--- config.mk ---
export PLATFORM = sky130hd
export DESIGN_NAME = slab_block_allocator_core
export DESIGN_NICKNAME = d
export VERILOG_FILES = /design/src/hw/rtl/sba_pkg.sv /design/src/hw/rtl/slab_block_allocator_core.sv
export SDC_FILE = /design/constraint.sdc
export NUM_CORES = 2
export LEC_CHECK = 0
export ABC_CLOCK_PERIOD_IN_PS = 15210
export BUFFER_PORTS_ARGS = -buffer_cell sky130_fd_sc_hd__buf_4
export CORE_UTILIZATION = 50
export CTS_CLUSTER_DIAMETER = 50
export DETAILED_ROUTE_END_ITERATION = 7
export PLACE_DENSITY = 0.66
export SETUP_SLACK_MARGIN = 0.15
export SLEW_MARGIN = 20
export SYNTH_ARGS = -nofsm -noshare
export SYNTH_HDL_FRONTEND = slang
export SYNTH_SLANG_ARGS = --single-unit
--- constraint.sdc ---
create_clock -name clk -period 15.21 [get_ports clk]
set_input_delay 1.521 -clock clk [delete_from_list [all_inputs] [get_ports clk]]
set_output_delay 1.521 -clock clk [all_outputs]
set_load 0.01 [all_outputs]
--- src/hw/rtl/sba_pkg.sv ---
// Types and codes shared by the slab block allocator.
// Holds the request and response structures and the per-slot entry format.
// No dependencies.
`timescale 1ns / 1ps

package sba_pkg;

	localparam int ADDR_W = 23;
	localparam int MAP_W  = 128;

	typedef enum logic [1:0] {
		OP_ALLOC = 2'd0,
		OP_FREE  = 2'd1,
		OP_CLEAR = 2'd2,
		OP_NONE  = 2'd3
	} op_t;

	typedef enum logic [2:0] {
		ST_OK      = 3'd0,
		ST_ZERO    = 3'd1,
		ST_HUGE    = 3'd2,
		ST_OOM     = 3'd3,
		ST_MISSING = 3'd4,
		ST_INVALID = 3'd5,
		ST_CLEARED = 3'd6
	} status_t;

	typedef enum logic [1:0] {
		CLS_SMALL  = 2'd0,
		CLS_MEDIUM = 2'd1,
		CLS_LARGE  = 2'd2,
		CLS_HUGE   = 2'd3
	} class_t;

	typedef enum logic [1:0] {
		CFG_SMALL  = 2'd0,
		CFG_MEDIUM = 2'd1,
		CFG_LARGE  = 2'd2
	} cfg_idx_t;

	typedef enum logic [3:0] {
		S_IDLE, S_CLASS, S_SCAN_RD, S_SCAN_CHK, S_FIND, S_OPEN,
		S_FREE_RD, S_FREE_CHK, S_FREE_WAIT, S_FREE_RANGE, S_DIV, S_FREE_BIT,
		S_MUL_WAIT, S_COMMIT, S_DONE
	} state_t;

	typedef struct packed {
		logic [1:0]  operation;
		logic [31:0] request_size;
		logic [22:0] free_address;
	} req_t;

	typedef struct packed {
		logic [2:0]  status;
		logic [22:0] block_address;
		logic [1:0]  block_class;
		logic [3:0]  slab_slot;
		logic [6:0]  block_index;
		logic [47:0] used_bytes_now;
		logic [31:0] live_blocks;
		logic [31:0] spare_blocks;
		logic [4:0]  open_slabs;
		logic [47:0] bytes_allocated_total;
		logic [47:0] bytes_freed_total;
	} rsp_t;

	typedef struct packed {
		logic [1:0]       cls;
		logic [7:0]       avail;
		logic [MAP_W-1:0] used_map;
	} slot_entry_t;

endpackage

--- src/hw/rtl/slab_block_allocator_core.sv ---
// Slab block allocator: size classing, slot scan, first-free search and free lookup.
// Uses sba_pkg for the request, response and slot entry types.
`timescale 1ns / 1ps

// One request is taken at a time. Allocation scans the open slabs, reading and
// then checking each slab in turn, then searches the used map eight blocks per
// cycle. A free turns the offset into a block index with a seven-step restoring
// divider. Huge requests, clears and zero-size requests go from classing straight
// to the response step. The next request is accepted in the cycle after the
// response is offered, and a response that is still stalled holds the block in
// its last step. Slab state lives in a slot memory with one port; slabs at or
// above the open count are never read, so clear needs no sweep.
module slab_block_allocator_core #(
	parameter int MAX_SLABS      = 16,
	parameter int SMALL_BLOCKS   = 128,
	parameter int MEDIUM_BLOCKS  = 64,
	parameter int LARGE_BLOCKS   = 16,
	parameter int SLOT_ADDR_BITS = 19
) (
	input  logic          clk,
	input  logic          arst_n,
	input  logic          req_valid,
	output logic          req_stall,
	input  sba_pkg::req_t req,
	output logic          rsp_valid,
	input  logic          rsp_stall,
	output sba_pkg::rsp_t rsp,
	input  logic          cfg_valid,
	output logic          cfg_ready,
	input  logic [1:0]    cfg_index,
	input  logic [15:0]   cfg_data
);
	import sba_pkg::*;

	localparam int CNT_W  = $clog2(MAX_SLABS + 1);
	localparam int SLOT_W = (MAX_SLABS > 1) ? $clog2(MAX_SLABS) : 1;
	localparam logic [ADDR_W-1:0] OFF_MASK = (SLOT_ADDR_BITS >= ADDR_W) ? '1 :
		ADDR_W'((64'd1 << SLOT_ADDR_BITS) - 64'd1);

	function automatic logic [7:0] class_count(input logic [1:0] c);
		case (c)
			CLS_SMALL:  class_count = 8'(SMALL_BLOCKS);
			CLS_MEDIUM: class_count = 8'(MEDIUM_BLOCKS);
			default:    class_count = 8'(LARGE_BLOCKS);
		endcase
	endfunction

	state_t state_q, state_d;
	slot_entry_t slot_mem [MAX_SLABS];
	slot_entry_t rd_q, wr_data;
	logic mem_we;

	logic [12:0] small_q;
	logic [13:0] medium_q;
	logic [15:0] large_q;

	logic [1:0]  op_q;
	logic [31:0] size_q;
	logic [22:0] addr_q;
	logic [1:0]  cls_q, slab_cls_q;
	logic [2:0]  status_q;
	logic [CNT_W-1:0] scan_q, slab_cnt_q;
	logic [7:0]  fc_q;
	logic [MAP_W-1:0] map_q;
	logic [3:0]  chunk_q;
	logic [6:0]  idx_q;
	logic [7:0]  mul_a_q;
	logic [15:0] bs_q;
	logic [23:0] mul_q;
	logic [22:0] rem_q;
	logic [2:0]  step_q;
	logic [22:0] baddr_q;
	logic [47:0] used_q, alloc_q, freed_q;
	logic [31:0] live_q, spare_q;
	logic        rsp_valid_q;
	rsp_t        rsp_q;

	logic [15:0] bytes_of_slab;
	logic [22:0] addr_slot, addr_off, slot_base;
	logic [1:0]  size_cls;
	logic        find_hit, find_end, div_take;
	logic [2:0]  find_k;
	logic [23:0] div_trial;
	logic        out_free;

	assign cfg_ready = 1'b1;
	assign req_stall = (state_q != S_IDLE);
	assign rsp_valid = rsp_valid_q;
	assign rsp       = rsp_q;
	assign out_free  = !rsp_valid_q || !rsp_stall;

	always_comb begin
		case (slab_cls_q)
			CLS_SMALL:  bytes_of_slab = {3'd0, small_q};
			CLS_MEDIUM: bytes_of_slab = {2'd0, medium_q};
			default:    bytes_of_slab = large_q;
		endcase
	end

	always_comb begin
		if (size_q <= {19'd0, small_q})
			size_cls = CLS_SMALL;
		else if (size_q <= {18'd0, medium_q})
			size_cls = CLS_MEDIUM;
		else if (size_q <= {16'd0, large_q})
			size_cls = CLS_LARGE;
		else
			size_cls = CLS_HUGE;
	end

	assign addr_slot = addr_q >> SLOT_ADDR_BITS;
	assign addr_off  = addr_q & OFF_MASK;
	assign slot_base = ADDR_W'({{(64 - CNT_W){1'b0}}, scan_q} << SLOT_ADDR_BITS);

	always_comb begin
		find_hit = 1'b0;
		find_k   = 3'd0;
		for (int k = 7; k >= 0; k--) begin
			if (!map_q[{chunk_q, 3'(k)}] && ({1'b0, chunk_q, 3'(k)} < class_count(slab_cls_q)))
			begin
				find_hit = 1'b1;
				find_k   = 3'(k);
			end
		end
		find_end = ({chunk_q, 3'd0} + 8'd8) >= class_count(slab_cls_q);
	end

	assign div_trial = {1'b0, rem_q} - ({8'd0, bs_q} << step_q);
	assign div_take  = !div_trial[23];

	always_comb begin
		mem_we  = (state_q == S_COMMIT);
		wr_data.cls = slab_cls_q;
		if (op_q == OP_ALLOC) begin
			wr_data.avail    = fc_q - 8'd1;
			wr_data.used_map = map_q | (MAP_W'(1) << idx_q);
		end else begin
			wr_data.avail    = fc_q + 8'd1;
			wr_data.used_map = map_q & ~(MAP_W'(1) << idx_q);
		end
	end

	always_ff @(posedge clk) begin
		if (mem_we)
			slot_mem[scan_q[SLOT_W-1:0]] <= wr_data;
		rd_q <= slot_mem[scan_q[SLOT_W-1:0]];
	end

	always_comb begin
		state_d = state_q;
		case (state_q)
			S_IDLE: if (req_valid) state_d = S_CLASS;
			S_CLASS: begin
				if (op_q == OP_ALLOC && size_q != 32'd0 && size_cls != CLS_HUGE)
					state_d = S_SCAN_RD;
				else if (op_q == OP_FREE && size_cls != CLS_HUGE)
					state_d = S_FREE_RD;
				else
					state_d = S_DONE;
			end
			S_SCAN_RD: state_d = (scan_q >= slab_cnt_q) ? S_OPEN : S_SCAN_CHK;
			S_SCAN_CHK: begin
				if (rd_q.cls == cls_q && rd_q.avail != 8'd0)
					state_d = S_FIND;
				else
					state_d = S_SCAN_RD;
			end
			S_FIND: begin
				if (find_hit)
					state_d = S_MUL_WAIT;
				else if (find_end)
					state_d = S_SCAN_RD;
			end
			S_OPEN: state_d = (slab_cnt_q >= CNT_W'(MAX_SLABS)) ? S_DONE : S_MUL_WAIT;
			S_FREE_RD: state_d = (addr_slot < 23'(slab_cnt_q)) ? S_FREE_CHK : S_DONE;
			S_FREE_CHK: state_d = S_FREE_WAIT;
			S_FREE_WAIT: state_d = S_FREE_RANGE;
			S_FREE_RANGE: begin
				if (bs_q == 16'd0 || {1'b0, addr_off} >= mul_q)
					state_d = S_DONE;
				else
					state_d = S_DIV;
			end
			S_DIV: if (step_q == 3'd0) state_d = S_FREE_BIT;
			S_FREE_BIT: state_d = map_q[idx_q] ? S_MUL_WAIT : S_DONE;
			S_MUL_WAIT: state_d = S_COMMIT;
			S_COMMIT: state_d = S_DONE;
			S_DONE: if (out_free) state_d = S_IDLE;
			default: state_d = S_IDLE;
		endcase
	end

	always_ff @(posedge clk or negedge arst_n) begin
		if (!arst_n) begin
			state_q     <= S_IDLE;
			small_q     <= 13'd64;
			medium_q    <= 14'd256;
			large_q     <= 16'd1024;
			slab_cnt_q  <= '0;
			used_q      <= '0;
			alloc_q     <= '0;
			freed_q     <= '0;
			live_q      <= '0;
			spare_q     <= '0;
			rsp_valid_q <= 1'b0;
		end else begin
			state_q <= state_d;
			if (cfg_valid) begin
				case (cfg_index)
					CFG_SMALL:  small_q  <= cfg_data[12:0];
					CFG_MEDIUM: medium_q <= cfg_data[13:0];
					CFG_LARGE:  large_q  <= cfg_data;
					default:    ;
				endcase
			end
			if (state_q == S_DONE && out_free)
				rsp_valid_q <= 1'b1;
			else if (!rsp_stall)
				rsp_valid_q <= 1'b0;
			case (state_q)
				S_CLASS: begin
					if (op_q == OP_CLEAR) begin
						slab_cnt_q <= '0;
						used_q     <= '0;
						alloc_q    <= '0;
						freed_q    <= '0;
						live_q     <= '0;
						spare_q    <= '0;
					end else if (op_q == OP_ALLOC && size_q != 32'd0 && size_cls == CLS_HUGE)
					begin
						alloc_q <= alloc_q + {16'd0, size_q};
						used_q  <= used_q + {16'd0, size_q};
						live_q  <= live_q + 32'd1;
					end else if (op_q == OP_FREE && size_cls == CLS_HUGE) begin
						freed_q <= freed_q + {16'd0, size_q};
						used_q  <= used_q - {16'd0, size_q};
						live_q  <= live_q - 32'd1;
					end
				end
				S_OPEN: begin
					if (slab_cnt_q < CNT_W'(MAX_SLABS)) begin
						slab_cnt_q <= slab_cnt_q + CNT_W'(1);
						spare_q    <= spare_q + {24'd0, class_count(cls_q)};
					end
				end
				S_COMMIT: begin
					if (op_q == OP_ALLOC) begin
						alloc_q <= alloc_q + {16'd0, size_q};
						used_q  <= used_q + {16'd0, size_q};
						live_q  <= live_q + 32'd1;
						spare_q <= spare_q - 32'd1;
					end else begin
						freed_q <= freed_q + {16'd0, size_q};
						used_q  <= used_q - {16'd0, size_q};
						live_q  <= live_q - 32'd1;
						spare_q <= spare_q + 32'd1;
					end
				end
				default: ;
			endcase
		end
	end

	always_ff @(posedge clk) begin
		mul_q <= {16'd0, mul_a_q} * {8'd0, bs_q};
		case (state_q)
			S_IDLE: begin
				op_q    <= req.operation;
				size_q  <= req.request_size;
				addr_q  <= req.free_address;
				baddr_q <= '0;
				idx_q   <= '0;
			end
			S_CLASS: begin
				scan_q     <= (op_q == OP_FREE) ? addr_slot[CNT_W-1:0] : '0;
				slab_cls_q <= size_cls;
				cls_q      <= (op_q == OP_CLEAR || op_q == OP_NONE ||
					(op_q == OP_ALLOC && size_q == 32'd0)) ? CLS_SMALL : size_cls;
				if (op_q == OP_CLEAR)
					status_q <= ST_CLEARED;
				else if (op_q == OP_ALLOC && size_q == 32'd0)
					status_q <= ST_ZERO;
				else if ((op_q == OP_ALLOC || op_q == OP_FREE) && size_cls == CLS_HUGE)
					status_q <= ST_HUGE;
				else if (op_q == OP_FREE)
					status_q <= ST_MISSING;
				else
					status_q <= ST_INVALID;
			end
			S_SCAN_CHK: begin
				if (rd_q.cls == cls_q && rd_q.avail != 8'd0) begin
					map_q   <= rd_q.used_map;
					fc_q    <= rd_q.avail;
					chunk_q <= '0;
				end else
					scan_q <= scan_q + CNT_W'(1);
			end
			S_FIND: begin
				if (find_hit) begin
					idx_q   <= {chunk_q, find_k};
					mul_a_q <= {1'b0, chunk_q, find_k};
					bs_q    <= bytes_of_slab;
				end else if (find_end)
					scan_q <= scan_q + CNT_W'(1);
				else
					chunk_q <= chunk_q + 4'd1;
			end
			S_OPEN: begin
				if (slab_cnt_q >= CNT_W'(MAX_SLABS))
					status_q <= ST_OOM;
				scan_q  <= slab_cnt_q;
				map_q   <= '0;
				fc_q    <= class_count(cls_q);
				idx_q   <= '0;
				mul_a_q <= '0;
				bs_q    <= bytes_of_slab;
			end
			S_FREE_RD: scan_q <= addr_slot[CNT_W-1:0];
			S_FREE_CHK: begin
				slab_cls_q <= rd_q.cls;
				map_q      <= rd_q.used_map;
				fc_q       <= rd_q.avail;
				case (rd_q.cls)
					CLS_SMALL:  bs_q <= {3'd0, small_q};
					CLS_MEDIUM: bs_q <= {2'd0, medium_q};
					default:    bs_q <= large_q;
				endcase
				mul_a_q <= class_count(rd_q.cls);
			end
			S_FREE_RANGE: begin
				rem_q  <= addr_off;
				step_q <= 3'd6;
				idx_q  <= '0;
			end
			S_DIV: begin
				if (div_take) begin
					rem_q         <= div_trial[22:0];
					idx_q[step_q] <= 1'b1;
				end
				step_q <= step_q - 3'd1;
			end
			S_FREE_BIT: begin
				mul_a_q <= {1'b0, idx_q};
				if (!map_q[idx_q])
					status_q <= ST_INVALID;
			end
			S_COMMIT: begin
				status_q <= ST_OK;
				baddr_q  <= slot_base + mul_q[22:0];
			end
			S_DONE: begin
				if (out_free) begin
					rsp_q.status                <= status_q;
					rsp_q.block_address         <= (status_q == ST_OK) ? baddr_q : '0;
					rsp_q.block_class           <= cls_q;
					rsp_q.slab_slot             <= (status_q == ST_OK) ? 4'(scan_q) : 4'd0;
					rsp_q.block_index           <= (status_q == ST_OK) ? idx_q : 7'd0;
					rsp_q.used_bytes_now        <= used_q;
					rsp_q.live_blocks           <= live_q;
					rsp_q.spare_blocks          <= spare_q;
					rsp_q.open_slabs            <= 5'(slab_cnt_q);
					rsp_q.bytes_allocated_total <= alloc_q;
					rsp_q.bytes_freed_total     <= freed_q;
				end
			end
			default: ;
		endcase
	end

	a_cnt_bound: assert property (@(posedge clk) disable iff (!arst_n)
		slab_cnt_q <= CNT_W'(MAX_SLABS))
		else $error("open slab count exceeds slot count");
	a_alloc_free_bit: assert property (@(posedge clk) disable iff (!arst_n)
		(state_q == S_COMMIT && op_q == OP_ALLOC) |-> !map_q[idx_q])
		else $error("allocation takes a block already in use");
	a_free_used_bit: assert property (@(posedge clk) disable iff (!arst_n)
		(state_q == S_COMMIT && op_q == OP_FREE) |-> map_q[idx_q])
		else $error("free releases a block not in use");
	a_done_transfer: assert property (@(posedge clk) disable iff (!arst_n)
		(state_q == S_DONE && out_free) |=> (state_q == S_IDLE && rsp_valid))
		else $error("finished request did not reach the response register");

endmodule
==> results.json <==
{
  "min_period_over_period": 0.3736,
  "setup_viol": 0,
  "finalCriticalPeriod_ns": 5.682,
  "skew_ns": 0.09366,
  "reg2reg_to": "alloc_q[41]",
  "track_usage": 0.2628,
  "cts_setup_buffers": 0,
  "p_leak_nw": 55.19,
  "routabilityCongestion": 0.9098,
  "synth_mux_area_frac": 0.1321,
  "routed_wl_um": 368400,
  "power_mw": 33.09,
  "critical_path.cell_chain": "nor2b_1, nand3_2, buf_4, nand2_1, nor2_1, a211oi_1, a31o_2, buf_4, nand2_1, buf_4, a311oi_2, nand4_1, xor2_1, nor2_1",
  "reg2reg_depth": 14,
  "crit_path_max_fanout": 49,
  "layout_commonest_cell": "edfxtp_1",
  "slew_viol_final": 0,
  "synth_cells": 8334,
  "layout_common_cells": "edfxtp_1, mux4_2, buf_4, o21ai_0, nand2_1",
  "synth-edff-count": 2749,
  "crit_arrival_ns": 6.48,
  "cts.root.buffer_cell": "clkbuf_16",
  "crit_type": "flop to flop",
  "grt_max_degree": 158,
  "start_util": 0.5031,
  "hold_viol_final": 0,
  "antenna_left": 0,
  "power_density_mw_per_mm2": 210.0,
  "holdPathStages": 1,
  "worst_pin_slew_ns": 1.239,
  "dr.pass1.iters": 6,
  "vias_per_cell": 6.274,
  "status": "finished clean",
  "clk_pin_slew_ns": 0.06,
  "comb_power_share": 0.368,
  "vias": 79890,
  "cts_resized": 0,
  "synth.yosys.seq_area_share": 0.6708,
  "ir_worst_vdd_uv": 293.5,
  "yosys_register_bits": 3172,
  "tns_ns": 0,
  "detail_route.wl_per_cell_um": 28.93,
  "synth_top_family_by_area": "multiplexers",
  "rows": 192,
  "antenna_found_initial": 17,
  "die_w_um": 526.7,
  "syn2layout_area_growth_pct": 14.47,
  "crit_path_end_kind": "flop",
  "cp.required_ns": 16.01,
  "cts_made_buffers": 354,
  "cts_tree": "built",
  "numPortBuffers": 333,
  "max_freq_mhz": 176.0,
  "synthSimpleGateAreaFrac": 0.05589,
  "worstReg2RegStart": "state_q[0]",
  "dieArea_mm2": 0.2774,
  "post-place-ws_ns": 9.560,
  "h-tree-depth": 5,
  "synthTopCellsByArea": "edfxtp_1, mux4_2, dfrtp_1",
  "async_flop_share": 0.08228,
  "r2r_slack_ns": 9.53,
  "synth_xor_xnor_area_share": 0.01234,
  "slowest_stage": "dfrtp_1",
  "synthFlopType": "edfxtp_1",
  "synth_nets": 8828,
  "maxSlewHeadroom": 0.1686,
  "ioPinCount": 335,
  "cts_buffer_depth": 4,
  "placed_cells": 12070,
  "power_frac_seq": 0.369,
  "critical_path.startpoint_type": "flop",
  "nFillCells": 20410,
  "hp-class": "flop to flop",
  "coreArea_mm2": 0.2736,
  "nets": 9331,
  "grt_pass1_vias": 79450,
  "hold_buffers": 0,
  "synth_compound_area_frac": 0.06581,
  "die_h_um": 526.7,
  "finalNonFillerCells": 12730,
  "final_area_mm2": 0.1576,
  "grt_pass1_wl_um": 537600,
  "grt_setup_unrepaired": "false",
  "insertion_delay_ns": 0.96,
  "synth_largest_area_cell": "edfxtp_1",
  "cap_violations": 0,
  "crit_path_frequent_cell": "buf_4",
  "p_clk_frac": 0.263,
  "drc": 0,
  "syn_area_mm2": 0.1376,
  "hold_start": "rd_q[90]",
  "synthDistinctLibCells": 89,
  "syn_avg_cell_area_um2": 16.52,
  "drive_gt1_frac": 0.2290,
  "yosys_warnings": 0,
  "p_sw_mw": 11.64,
  "grt_overflow": 0,
  "p_sw_frac": 0.3517,
  "clock-sinks": 3172,
  "placed_cell_area_mm2": 0.1453,
  "intPower_mw": 21.45,
  "slowest_delay_ns": 0.73,
  "synth_fa_ha_area_frac": 0.04265,
  "dp_hpwl_um": 222300,
  "synth_top_area_frac": 0.5997,
  "worst_slack_ns": 9.528,
  "hold_end": "map_q[90]",
  "drtIter0Drc": 9364
}
-- synthesized netlist by cell type (22+ instances only) --
library cell,count
a211oi_1,34
a21o_1,98
a21oi_1,329
a31oi_1,40
and2_1,174
and3_1,60
buf_1,61
clkbuf_1,375
dfrtp_1,258
dfxtp_1,162
edfxtp_1,2749
fa_1,92
ha_1,322
inv_1,303
mux2_2,40
mux2i_1,35
mux4_2,772
nand2_1,396
nand2b_1,47
nand3_1,90
nand4_1,42
nor2_1,318
nor2b_1,181
nor3_1,77
nor4_1,38
o211ai_1,27
o21ai_0,450
o21bai_1,27
o22ai_1,32
o31ai_1,160
or3_1,22
xnor2_1,120
xor2_1,74
-- how the worst max path moves through the flow --
stage,start,slack (ns),endpoint,depth (start not counted)
after CTS,state_q[0],9.53,alloc_q[41],14
after global placement,mul_a_q[2],9.62,mul_q[23],18
after detailed placement,state_q[0],9.56,alloc_q[41],14
final,state_q[0],9.53,alloc_q[41],14
after floorplan,rsp_stall,0.65,rsp[0],1
after global routing,state_q[0],9.21,alloc_q[41],14
-- cell type report --
class | instances | area [µm²] | share of cell area
Tap cell | 3589 | 4491 | 0.02850
Clock inverter | 232 | 2589 | 0.01643
Clock buffer | 425 | 9440 | 0.05992
Multi-Input combinational cell | 4418 | 42990 | 0.2728
Antenna cell | 7 | 17.52 | 0.0001112
Timing Repair Buffer | 587 | 4571 | 0.02901
Sequential cell | 3172 | 92330 | 0.5860
Inverter | 304 | 1141 | 0.007242
-- metal layers --
metal	share of wire	up-vias	track usage
li1	-	33900	-
met1	0.41	41460	0.3695
met2	0.47	3888	0.4159
met3	0.089	626	0.05049
met4	0.033	18	0.08263
met5	0.00031	-	0
-- registers in the layout, indices dropped and copies added (netlist names), 13 cells and up --
| name | flops |
|---|---|
| freed_q | 48 |
| spare_q | 32 |
| map_q | 128 |
| rem_q | 23 |
| size_q | 32 |
| bs_q | 16 |
| used_q | 48 |
| large_q | 16 |
| rsp | 252 |
| mul_q | 24 |
| medium_q | 14 |
| live_q | 32 |
| small_q | 13 |
| baddr_q | 23 |
| alloc_q | 48 |
| slot_mem | 2208 |
| rd_q | 138 |
| addr_q | 23 |
-- per-stage QoR --
step	hold slack, ns	util
finish	0.4472	0.5758
global route	0.4873	0.5758
CTS	0.4631	0.5751
detailed placement	0.4645	0.5311
global placement	0.4549	0.5311
floorplan	0.4231	-
-- critical path: cells and delay by family (launching register included) --
kind,cells,cell delay [ns]
AND/OR/NAND/NOR,7,1.85
flip-flops,1,0.73
XOR/XNOR,1,0.17
buffers and inverters,3,1.36
AO/OA/AOI/OAI,3,1.37
-- power by group through the flow --
stage / clock [mW] / sequential [mW] / combinational, mW
after global placement: 0 / 12.3 / 11.9
after CTS: 8.81 / 12.2 / 12.2
final: 8.70 / 12.2 / 12.2
after global routing: 9.15 / 12.3 / 13.4
after detailed placement: 0 / 12.3 / 12.1
after floorplan: 0 / 11.9 / 8.92
-- cell families after synthesis --
kind of cell / after synthesis
adder cells (fa/ha/maj): 414
AND/OR/NAND/NOR: 1527
XOR/XNOR: 194
multiplexers: 847
other: 1
AO/OA/AOI/OAI: 1435
buffers and inverters: 744
flip-flops: 3172
Power figures use the tool's default switching activity.
